File: config.mk
export PLATFORM = sky130hd
export DESIGN_NAME = spectrum_band_peak_log_bars_core
export DESIGN_NICKNAME = d
export VERILOG_FILES = /design/src/hw/rtl/spbpl_pkg.sv /design/src/hw/rtl/spbpl_band_map.sv /design/src/hw/rtl/spbpl_bar_height.sv /design/src/hw/rtl/spectrum_band_peak_log_bars_core.sv
export SDC_FILE = /design/constraint.sdc
export NUM_CORES = 1
export LEC_CHECK = 0
export ABC_CLOCK_PERIOD_IN_PS = 35300
export BUFFER_PORTS_ARGS = -buffer_cell sky130_fd_sc_hd__buf_4
export CAP_MARGIN = 20
export CORE_UTILIZATION = 60
export DETAILED_ROUTE_END_ITERATION = 12
export PLACE_DENSITY = 0.78
export SYNTH_ARGS = -nofsm -noshare
export SYNTH_HDL_FRONTEND = slang
export SYNTH_SLANG_ARGS = --single-unit
File: constraint.sdc
create_clock -name clock -period 35.3 [get_ports clock]
set_input_delay 10.59 -clock clock [delete_from_list [all_inputs] [get_ports clock]]
set_output_delay 10.59 -clock clock [all_outputs]
set_load 0.05 [all_outputs]
File: src/hw/rtl/spbpl_pkg.sv
// shared types, widths and band / height tables for the spectrum bar block
package spbpl_pkg;

   localparam int NumBands  = 16;
   localparam int BinW      = 8;
   localparam int ValueW    = 16;
   localparam int PeakW     = 15;
   localparam int BandW     = 4;
   localparam int HeightW   = 6;
   localparam int HeightMax = 32;

   typedef logic [BinW-1:0]    bin_type;
   typedef logic [ValueW-1:0]  value_type;
   typedef logic [PeakW-1:0]   peak_type;
   typedef logic [BandW-1:0]   band_type;
   typedef logic [HeightW-1:0] height_type;

   // bin that belongs to no band
   localparam bin_type BIN_NONE = 8'd255;

   // band that closes a frame
   localparam band_type LAST_BAND = 4'd15;

   // first and last bin of each band
   localparam bin_type BAND_FIRST [NumBands] = '{
      8'd0,   8'd1,   8'd2,   8'd3,   8'd5,   8'd7,   8'd10,  8'd14,
      8'd20,  8'd28,  8'd40,  8'd54,  8'd74,  8'd101, 8'd137, 8'd187
   };
   localparam bin_type BAND_LAST [NumBands] = '{
      8'd0,   8'd1,   8'd2,   8'd4,   8'd6,   8'd9,   8'd13,  8'd19,
      8'd27,  8'd39,  8'd53,  8'd73,  8'd100, 8'd136, 8'd186, 8'd254
   };

   // least peak reaching each bar height: entry k-1 is least p with p^7 >= 2^(3k)
   localparam peak_type HEIGHT_STEP [HeightMax] = '{
      15'd2,    15'd2,    15'd3,    15'd4,    15'd5,    15'd6,    15'd8,    15'd11,
      15'd15,   15'd20,   15'd27,   15'd36,   15'd48,   15'd64,   15'd87,   15'd116,
      15'd157,  15'd211,  15'd283,  15'd381,  15'd512,  15'd690,  15'd928,  15'd1249,
      15'd1681, 15'd2262, 15'd3044, 15'd4096, 15'd5513, 15'd7420, 15'd9987, 15'd13441
   };

   // band lookup result for one bin index
   typedef struct packed {
      logic     in_band;
      band_type band;
      logic     first;
      logic     last;
   } band_info_type;

endpackage

File: src/hw/rtl/spbpl_band_map.sv
// maps a bin index to its log-spaced band and flags its first and last bin
module spbpl_band_map
   import spbpl_pkg::*;
(
   input  bin_type       bin_index,
   output band_info_type info
);

   logic [BandW:0] count;

   // band number is the count of band starts above band 0 that the index reaches
   always_comb begin
      count = '0;
      for (int b = 1; b < NumBands; b++) begin
         if (bin_index >= BAND_FIRST[b]) begin
            count = count + 1'b1;
         end
      end
   end

   always_comb begin
      info.in_band = (bin_index != BIN_NONE);
      info.band    = count[BandW-1:0];
      info.first   = (bin_index == BAND_FIRST[count[BandW-1:0]]);
      info.last    = (bin_index == BAND_LAST[count[BandW-1:0]]);
   end

endmodule

File: src/hw/rtl/spbpl_bar_height.sv
// turns a band peak into a bar height by counting the thresholds it reaches
module spbpl_bar_height
   import spbpl_pkg::*;
(
   input  peak_type   peak,
   output height_type height
);

   // every threshold compare is independent; the count is the height
   always_comb begin
      height = '0;
      for (int k = 0; k < HeightMax; k++) begin
         if (peak >= HEIGHT_STEP[k]) begin
            height = height + 1'b1;
         end
      end
   end

endmodule

File: src/hw/rtl/spectrum_band_peak_log_bars_core.sv
// top level: spectrum bins in, one log-scaled bar height per band out
//
// Usage:
//  - req channel carries one spectrum bin per transfer: value and bin index,
//    bins 0..255 of a frame in ascending order. Bin 255 belongs to no band.
//  - rsp channel carries one bar height per band, issued on the band's last
//    bin; rsp_tlast marks band 15, the end of the frame.
//  - csr_wr_en / csr_wr_data write the enable bit. While it is low, bins are
//    taken and dropped and the band peak holds its value. Write it only when
//    the block is idle.
//  - path: a bin taken goes into the input register, and its bar then moves
//    into the result register, which drives rsp.
//  - throughput: one bin per cycle while no bar is stalled on rsp, set by the
//    single compare / threshold pass between the two registers.
//  - when the receiver stalls, the bar holds in the result register while the
//    input register keeps taking bins that close no band; req_tready drops
//    only when a bin that closes a band is waiting behind a stalled bar.
//  - reset (synchronous, active high) empties both registers, clears the
//    band peak and leaves the block disabled.
module spectrum_band_peak_log_bars_core
   import spbpl_pkg::*;
(
   input  logic        clock,
   input  logic        reset,
   // bin input
   input  logic        req_tvalid,
   output logic        req_tready,
   input  logic [23:0] req_tdata,    // [15:0] bin_value (signed), [23:16] bin_index
   // bar output
   output logic        rsp_tvalid,
   input  logic        rsp_tready,
   output logic [15:0] rsp_tdata,    // [3:0] band_index, [9:4] bar_height, [15:10] zero
   output logic        rsp_tlast,    // frame_last
   // configuration
   input  logic        csr_wr_en,
   input  logic        csr_wr_data   // enable
);

   // input register
   logic          s1_valid_ff, s1_valid_in;
   value_type     s1_value_ff;
   bin_type       s1_index_ff;

   // state and config
   logic          enable_ff, enable_in;
   peak_type      band_peak_ff, band_peak_in;

   // result register
   logic          rsp_valid_ff, rsp_valid_in;
   band_type      rsp_band_ff;
   height_type    rsp_height_ff;
   logic          rsp_last_ff;

   band_info_type info;
   peak_type      peak_base;
   peak_type      peak_new;
   height_type    height;
   logic          active;
   logic          emit;
   logic          out_free;
   logic          s1_advance;
   logic          req_take;

   spbpl_band_map u_band_map (
      .bin_index (s1_index_ff),
      .info      (info)
   );

   // running positive peak; restarts on a band's first bin
   always_comb begin
      peak_base = info.first ? '0 : band_peak_ff;
      if (!s1_value_ff[ValueW-1] && (s1_value_ff[PeakW-1:0] > peak_base)) begin
         peak_new = s1_value_ff[PeakW-1:0];
      end else begin
         peak_new = peak_base;
      end
   end

   spbpl_bar_height u_bar_height (
      .peak   (peak_new),
      .height (height)
   );

   // handshake between the two registers
   always_comb begin
      active     = s1_valid_ff && enable_ff && info.in_band;
      emit       = active && info.last;
      out_free   = !rsp_valid_ff || rsp_tready;
      s1_advance = s1_valid_ff && (out_free || !emit);
      req_tready = !s1_valid_ff || s1_advance;
      req_take   = req_tvalid && req_tready;
   end

   // next values of control and state
   always_comb begin
      s1_valid_in  = req_take || (s1_valid_ff && !s1_advance);
      enable_in    = csr_wr_en ? csr_wr_data : enable_ff;
      band_peak_in = band_peak_ff;
      if (s1_advance && active) begin
         band_peak_in = info.last ? '0 : peak_new;
      end
      rsp_valid_in = rsp_valid_ff && !rsp_tready;
      if (s1_advance && emit) begin
         rsp_valid_in = 1'b1;
      end
   end

   always_ff @(posedge clock) begin
      if (reset) begin
         s1_valid_ff  <= 1'b0;
         enable_ff    <= 1'b0;
         band_peak_ff <= '0;
         rsp_valid_ff <= 1'b0;
      end else begin
         s1_valid_ff  <= s1_valid_in;
         enable_ff    <= enable_in;
         band_peak_ff <= band_peak_in;
         rsp_valid_ff <= rsp_valid_in;
      end
   end

   // payload of the input register
   always_ff @(posedge clock) begin
      if (req_take) begin
         s1_value_ff <= req_tdata[ValueW-1:0];
         s1_index_ff <= req_tdata[ValueW+BinW-1:ValueW];
      end
   end

   // payload of the result register
   always_ff @(posedge clock) begin
      if (s1_advance && emit) begin
         rsp_band_ff   <= info.band;
         rsp_height_ff <= height;
         rsp_last_ff   <= (info.band == LAST_BAND);
      end
   end

   assign rsp_tvalid = rsp_valid_ff;
   assign rsp_tdata  = {6'd0, rsp_height_ff, rsp_band_ff};
   assign rsp_tlast  = rsp_last_ff;

endmodule

# [Word level (Yosys, flattened, before mapping)]
# Memories as Yosys holds them, arrays and structs flattened.
# Cells that the tools add are included.
[op_classes] eq_ne=4 order_cmp=48 mux=55 n_reduce_logical=20 n_addsub=45 n_bitwise=1
[ops] cell="6-bit 2-to-1 mux" count=31
[ops] cell="6-bit by 1-bit adder with 6-bit output (second input constant)" count=30
[ops] cell="4-bit 2-to-1 mux" count=13
[ops] cell="4-bit by 1-bit adder with 4-bit output (second input constant)" count=12
[ops] cell="15-bit by 10-bit greater-or-equal comparator with 1-bit output (second input constant)" count=3
[ops] cell="15-bit by 13-bit greater-or-equal comparator with 1-bit output (second input constant)" count=3
[ops] cell="15-bit by 3-bit greater-or-equal comparator with 1-bit output (second input constant)" count=3
[ops] cell="15-bit by 4-bit greater-or-equal comparator with 1-bit output (second input constant)" count=3
[ops] cell="15-bit by 7-bit greater-or-equal comparator with 1-bit output (second input constant)" count=3
[ops] cell="15-bit 2-to-1 mux" count=3
[ops] cell="8-bit 2-to-1 mux" count=4
[ops] cell="15-bit by 11-bit greater-or-equal comparator with 1-bit output (second input constant)" count=2
[ops] cell="15-bit by 12-bit greater-or-equal comparator with 1-bit output (second input constant)" count=2
[ops] cell="15-bit by 14-bit greater-or-equal comparator with 1-bit output (second input constant)" count=2
[ops] cell="15-bit by 2-bit greater-or-equal comparator with 1-bit output (second input constant)" count=2
[ops] cell="15-bit by 5-bit greater-or-equal comparator with 1-bit output (second input constant)" count=2
[ops] cell="15-bit by 6-bit greater-or-equal comparator with 1-bit output (second input constant)" count=2
[ops] cell="15-bit by 8-bit greater-or-equal comparator with 1-bit output (second input constant)" count=2
[ops] cell="15-bit by 9-bit greater-or-equal comparator with 1-bit output (second input constant)" count=2
[ops] cell="8-bit equality test" count=2
[ops] cell="8-bit by 2-bit greater-or-equal comparator with 1-bit output (second input constant)" count=2
[ops] cell="8-bit by 3-bit greater-or-equal comparator with 1-bit output (second input constant)" count=2
[ops] cell="8-bit by 4-bit greater-or-equal comparator with 1-bit output (second input constant)" count=2
[ops] cell="8-bit by 5-bit greater-or-equal comparator with 1-bit output (second input constant)" count=2
[ops] cell="16 further kinds" count=39
[totals] regBits=53 out_inout_bits=19 in_bits=30 n_memories=2 word_cells=184 rom_bits=256
[mem_list] name="(name not given)" depth=16 word_bits=8 rd=1 rd_ports_with_merged_regs=0 write_ports=0 line="spbpl_band_map.sv:24" rtl="info.first = (bin_index == BAND_FIRST[count[BandW-1:0]]);"
[mem_list] name="(name not given)" depth=16 word_bits=8 rd=1 rd_ports_with_merged_regs=0 write_ports=0 line="spbpl_band_map.sv:25" rtl="info.last = (bin_index == BAND_LAST[count[BandW-1:0]]);"

# [Logic depth before layout (Yosys ltp)]
[logic_depth] depth_word=103 ltp_mapped=138 mapped_depth_nobuf=131

# [Hierarchy]
# Synthesis repeated with hierarchy kept, for this count alone.
[hier_totals] cells_unflattened=1188 area_unflattened_um2=9226.3
[modules_own_cells] mod="spbpl_bar_height" area_per_inst_um2=4280.4 seq_area_each_um2=0.0 instances=1 cells_each=644
[modules_own_cells] mod="spectrum_band_peak_log_bars_core" area_per_inst_um2=2547.4 seq_area_each_um2=1411.4 instances=1 cells_each=203
[modules_own_cells] mod="spbpl_band_map" area_per_inst_um2=2398.6 seq_area_each_um2=0.0 instances=1 cells_each=341

# [Worst setup path before layout]
# No wires, ideal clock.
[synth_timing] path_type="register to register" startpoint="register s1_index_ff[6]" endpoint="register rsp_height_ff[5], data pin" n_path_buf=10 t_required_ps=35041 stages_incl_launch_ff=136 setup_slack_ps=10342 period_less_slack_ps=24958 arrival_time_ps=24699 setup_time_ps=259 cell_sequence="edfxtp_1 > buf_6 > or4_1 > buf_2 > nor3_2 > ha_1 > xor2_1 > ha_1 > a31oi_1 > nor2_1 > ha_1 > o21ai_0 > o311ai_1 > xnor2_1 > o21ai_0 > ha_1 > o21ai_1 > nand2_1 > (+100 left out) > nand2_1 > o21ai_0 > nand2_1 > ha_1 > nor2_1 > a41oi_1 > ha_1 > mux2_2 > ha_1 > inv_1 > a21oi_1 > maj3_1 > nand2_1 > mux2i_1 > a21o_1 > mux2_4 > o22ai_2 > xnor2_1"
[synth_lines] element="start: declaration" line="spectrum_band_peak_log_bars_core.sv:42" rtl="bin_type s1_index_ff;"
[synth_lines] element="start signal: assignment" line="spectrum_band_peak_log_bars_core.sv:126" rtl="s1_index_ff <= req_tdata[ValueW+BinW-1:ValueW];"
[synth_lines] element="end signal: assignment" line="spectrum_band_peak_log_bars_core.sv:134" rtl="rsp_height_ff <= height;"
[synth_lines] element="end: declaration" line="spectrum_band_peak_log_bars_core.sv:51" rtl="height_type rsp_height_ff;"

# [Final worst setup path]
[layout_timing] startpoint="register s1_index_ff[7]" endpoint="register rsp_height_ff[5], data pin"
[layout_between] elab_chain_len=103 elab_cells_between_ends=147 cone_classes="add/sub: 45; order compare: 47; eq/ne: 1; mux: 51; bitwise: 1; reduce/logical: 1; memory: 1"
[layout_lines] element="8-bit by 1-bit greater-or-equal comparator with 1-bit output" line="spbpl_band_map.sv:15" rtl="if (bin_index >= BAND_FIRST[b]) begin"
[layout_lines] element="1-bit 2-to-1 mux" line="spbpl_band_map.sv:15"
[layout_lines] element="1-bit by 1-bit adder with 2-bit output" line="spbpl_band_map.sv:16" rtl="count = count + 1'b1;"
[layout_lines] element="2-bit 2-to-1 mux" line="spbpl_band_map.sv:15"
[layout_lines] element="2-bit by 1-bit adder with 3-bit output" line="spbpl_band_map.sv:16"
[layout_lines] element="4-bit 2-to-1 mux" line="spbpl_band_map.sv:15"
[layout_lines] element="4-bit by 1-bit adder with 4-bit output" line="spbpl_band_map.sv:16"
[layout_lines] element="4-bit 2-to-1 mux" line="spbpl_band_map.sv:15"
[layout_lines] element="(+88 left out)"
[layout_lines] element="6-bit 2-to-1 mux" line="spbpl_bar_height.sv:13" rtl="if (peak >= HEIGHT_STEP[k]) begin"
[layout_lines] element="6-bit by 1-bit adder with 6-bit output" line="spbpl_bar_height.sv:14" rtl="height = height + 1'b1;"
[layout_lines] element="6-bit 2-to-1 mux" line="spbpl_bar_height.sv:13"
[layout_lines] element="6-bit by 1-bit adder with 6-bit output" line="spbpl_bar_height.sv:14"
[layout_lines] element="6-bit 2-to-1 mux" line="spbpl_bar_height.sv:13"
[layout_lines] element="6-bit by 1-bit adder with 6-bit output" line="spbpl_bar_height.sv:14"
[layout_lines] element="6-bit 2-to-1 mux (*)" line="spbpl_bar_height.sv:13"
[layout_lines] element="via height[5]" line="spectrum_band_peak_log_bars_core.sv:57" rtl="height_type height;"
# The timed path passes the listed nets; every way through them passes the cells marked *. The select of a mux whose other input is x is not followed.
# A chain may end at the register's enable or synchronous reset.

==> metrics.txt <==
DPL Wire Length=between 15,000 and 20,000 um; DR vias/cell=~6.4; VDD IR max=0.1784 mV; # rows=45; max cap viols=0; multi-input logic area=approximately 7700 um2; crit share post-route=78.36%; skew final=approximately 0.011 ns; CTS Sinks=between 50 and 60; Post-CTS Resized=0; # hold bufs at CTS=0; EDFF count, synth=35; Area Growth Syn to Fin=6.289%; Reg clk slew, reported paths=around 0.080 ns; chip width=approximately 130 um; Synth Warn #=0; CTS tree=done; Crit Path Class=reg2reg; Residual DRC=0; fin nets=about 1,400; Synth Register Bits=53; vias in the first global route=around 8,600; Via Count=9,474; Gate power share=a little over four fifths; Synth Area in Simple Gates=26.86%; Post-CTS Setup Inserts=0; PwrDens=between 90 and 100 nW/um2; register area share after synthesis=14.90%; number of CTS-inserted buffers=5; die extent in y=around 130 um; largest net degree at the start of global routing=38; top_reg_cell synth=edfxtp_1; RSZ-0062 raised after global routing=false; GRT Total Usage=a little under a third; synthesized instance count=~1,300; Core ar.=approximately 15,000 um2; ant diodes=0; Worst Path Required=35.35 ns; crit end category=flip-flop; mux share of post-synthesis cell area=slightly above 5%; worst skew pair latency=0.30 ns; Slew Viols, Final=0; # port buffers=42; Die Area=roughly 16,000 um2; final wirelength=around 25,000 um; filler instances=between 1,000 and 1,500; antenna-violating nets left=0; H-tree Lvls=2; Final min period=27.66 ns; status=complete, no violations; Clock Tree Root=clkbuf_16; hold crit path type=reg2reg; sequential share of power=9.1%; post-synthesis adder-cell area fraction=about a tenth; synthesized area=about 9500 um2; global route overflow=0; worst relative slew slack=a little under a third; FF/Latch Area=1411 um2; post-layout instance area=roughly 10,000 um2; Worst Path Arrival=approximately 28 ns; CP most frequent cell=ha_1; worst slew pin tran=1.043 ns; synthesized area per cell=approximately 7.5 um2; Startpoint Class=flip-flop; slowest cell on the critical path=or4_1; Worst path max stage delay=0.83 ns; most common cell after layout, fill and taps aside=nor2_1; max frequency=around 0.036 GHz; crit path max fanout=36; antenna violations before repair=0; Distinct cells, synth=slightly below 100; io pins=about 50; compound-cell area share of the yosys netlist=between 20% and 30%; Clock Power Share=~6.3%; main combinational cell family by area after synthesis=simple AND/OR/NAND/NOR gates; drt pass-1 iters=6; Initial Utilization=61.84%; placed cell areas=between 9000 and 10,000 um2; fraction of registers with async set/reset=0%; switching share of power=approximately 51%; setup TNS=0 ns; Final Hold Vio Count=0; Buf/Inv on CP=6; cell internal pwr=0.0004453 W; fraction of layout cells with a size suffix above 1=9.827%; Post-Synth XOR/XNOR Area=around 14%; cell family with the largest share of critical-path delay=compound AO/OA/AOI/OAI gates; Pleak=approximately 4 nW; worst-case clock buffer depth=2; GPL Wtd Cong=0.9397; Initial DRC Count=about 860; drt wl/cell=16.78 um; commonest non-fill, non-tap cells in the layout=nor2_1, nand2_1, a21oi_1; endpoints failing setup=0; global-route wire length before repair=between 40,000 and 50,000 um; P_sw=0.0004642 W
-- Yosys cell counts (all sizes together) (12+ instances only) --
| cell type | instances | area (um2) |
|---|---|---|
| dfxtp | 18 | 360.4 |
| nand2b | 17 | 106.4 |
| nand3 | 40 | 205.2 |
| mux2 | 17 | 198.9 |
| nor2 | 167 | 626.9 |
| o31ai | 17 | 127.6 |
| a22oi | 16 | 120.1 |
| or2 | 13 | 81.33 |
| edfxtp | 35 | 1051 |
| a211oi | 20 | 155.1 |
| inv | 36 | 135.1 |
| xor2 | 31 | 279.0 |
| and2 | 19 | 118.9 |
| a31oi | 25 | 156.4 |
| o21ai | 72 | 360.3 |
| buf | 17 | 101.3 |
| mux2i | 29 | 290.3 |
| ha | 68 | 850.8 |
| clkbuf | 36 | 135.1 |
| a21oi | 89 | 449.2 |
| and3 | 14 | 87.58 |
| nor2b | 12 | 75.07 |
| nor3 | 38 | 222.7 |
| nand4 | 12 | 81.33 |
| nand2 | 149 | 561.8 |
| xnor2 | 75 | 735.7 |
-- worst min-delay path, cell delays in order, from the launching register on --
cell	delay, ns
dfxtp_1	0.31
nand2b_1	0.09
a21oi_1	0.07
-- power groups by stage --
stage               Clock (W)  Sequential [W]  Combinational [W]
finish              0.0000576       0.0000827           0.000769
global route        0.0000602       0.0000830           0.000844
CTS                 0.0000581       0.0000826           0.000765
detailed placement          0       0.0000840           0.000760
global placement            0       0.0000839           0.000757
floorplan                   0       0.0000815           0.000645
-- worst paths after layout --
check | start | to | slack [ns] | cells past startpoint
setup reg to reg | s1_index_ff[7] | rsp_height_ff[5] | 7.64 | 129
hold reg to reg | rsp_tvalid | rsp_tvalid | 0.52 | 2
setup / recovery | s1_index_ff[7] | rsp_height_ff[5] | 7.64 | 129
hold / removal | rsp_tvalid | rsp_tvalid | 0.52 | 2
-- through the flow --
| step | setup WS (ns) | hold slack [ns] | instances | power [W] | util [%] |
|---|---|---|---|---|---|
| finish | 7.638 | 0.5216 | 1483 | 0.0009095 | 65.73 |
| global route | 5.128 | 0.5604 | 1483 | 0.0009874 | 65.73 |
| CTS | 7.905 | 0.5285 | 1483 | 0.0009053 | 65.73 |
| detailed placement | 7.962 | 0.5157 | 1475 | 0.0008438 | 64.63 |
| global placement | 8.459 | 0.5000 | 1475 | 0.0008408 | 64.63 |
| floorplan | 10.34 | 0.4607 | 1268 | 0.0007267 | - |
-- area by class of cell --
cell class	count	area share, %
multi-input cells	1126	76.69
repair buffers	49	3.654
clock inverters	2	0.3853
clock buffers	6	1.280
flip-flops and latches	53	14.02
well taps	211	2.623
inverters	36	1.342
-- layer usage --
layer	wire length (um)	GRT usage, %	up-vias
met4	703	11.35	0
li1	-	-	4659
met5	0	0	-
met1	10790	38.56	4439
met2	12270	54.61	316
met3	1115	2.471	60
-- cell families (layout without fill, tap and decap cells) --
| kind of cell | Yosys count | after routing |
|---|---|---|
| simple gates | 527 | 527 |
| compound gates | 354 | 354 |
| xor+xnor | 121 | 121 |
| buf+inv | 89 | 93 |
| fa+ha+maj | 72 | 72 |
| flops | 53 | 53 |
| mux | 46 | 46 |
| other cells | 1 | 6 |
-- sequential cells by signal, indices dropped and copies added (netlist names) --
register,flops
s1_index_ff,8
band_peak_ff,15
rsp_tlast,1
rsp_height_ff,6
enable_ff,1
s1_value_ff,16
rsp_tvalid,1
rsp_band_ff,4
s1_valid_ff,1
Note: power is estimated with default switching activity, not from simulation.
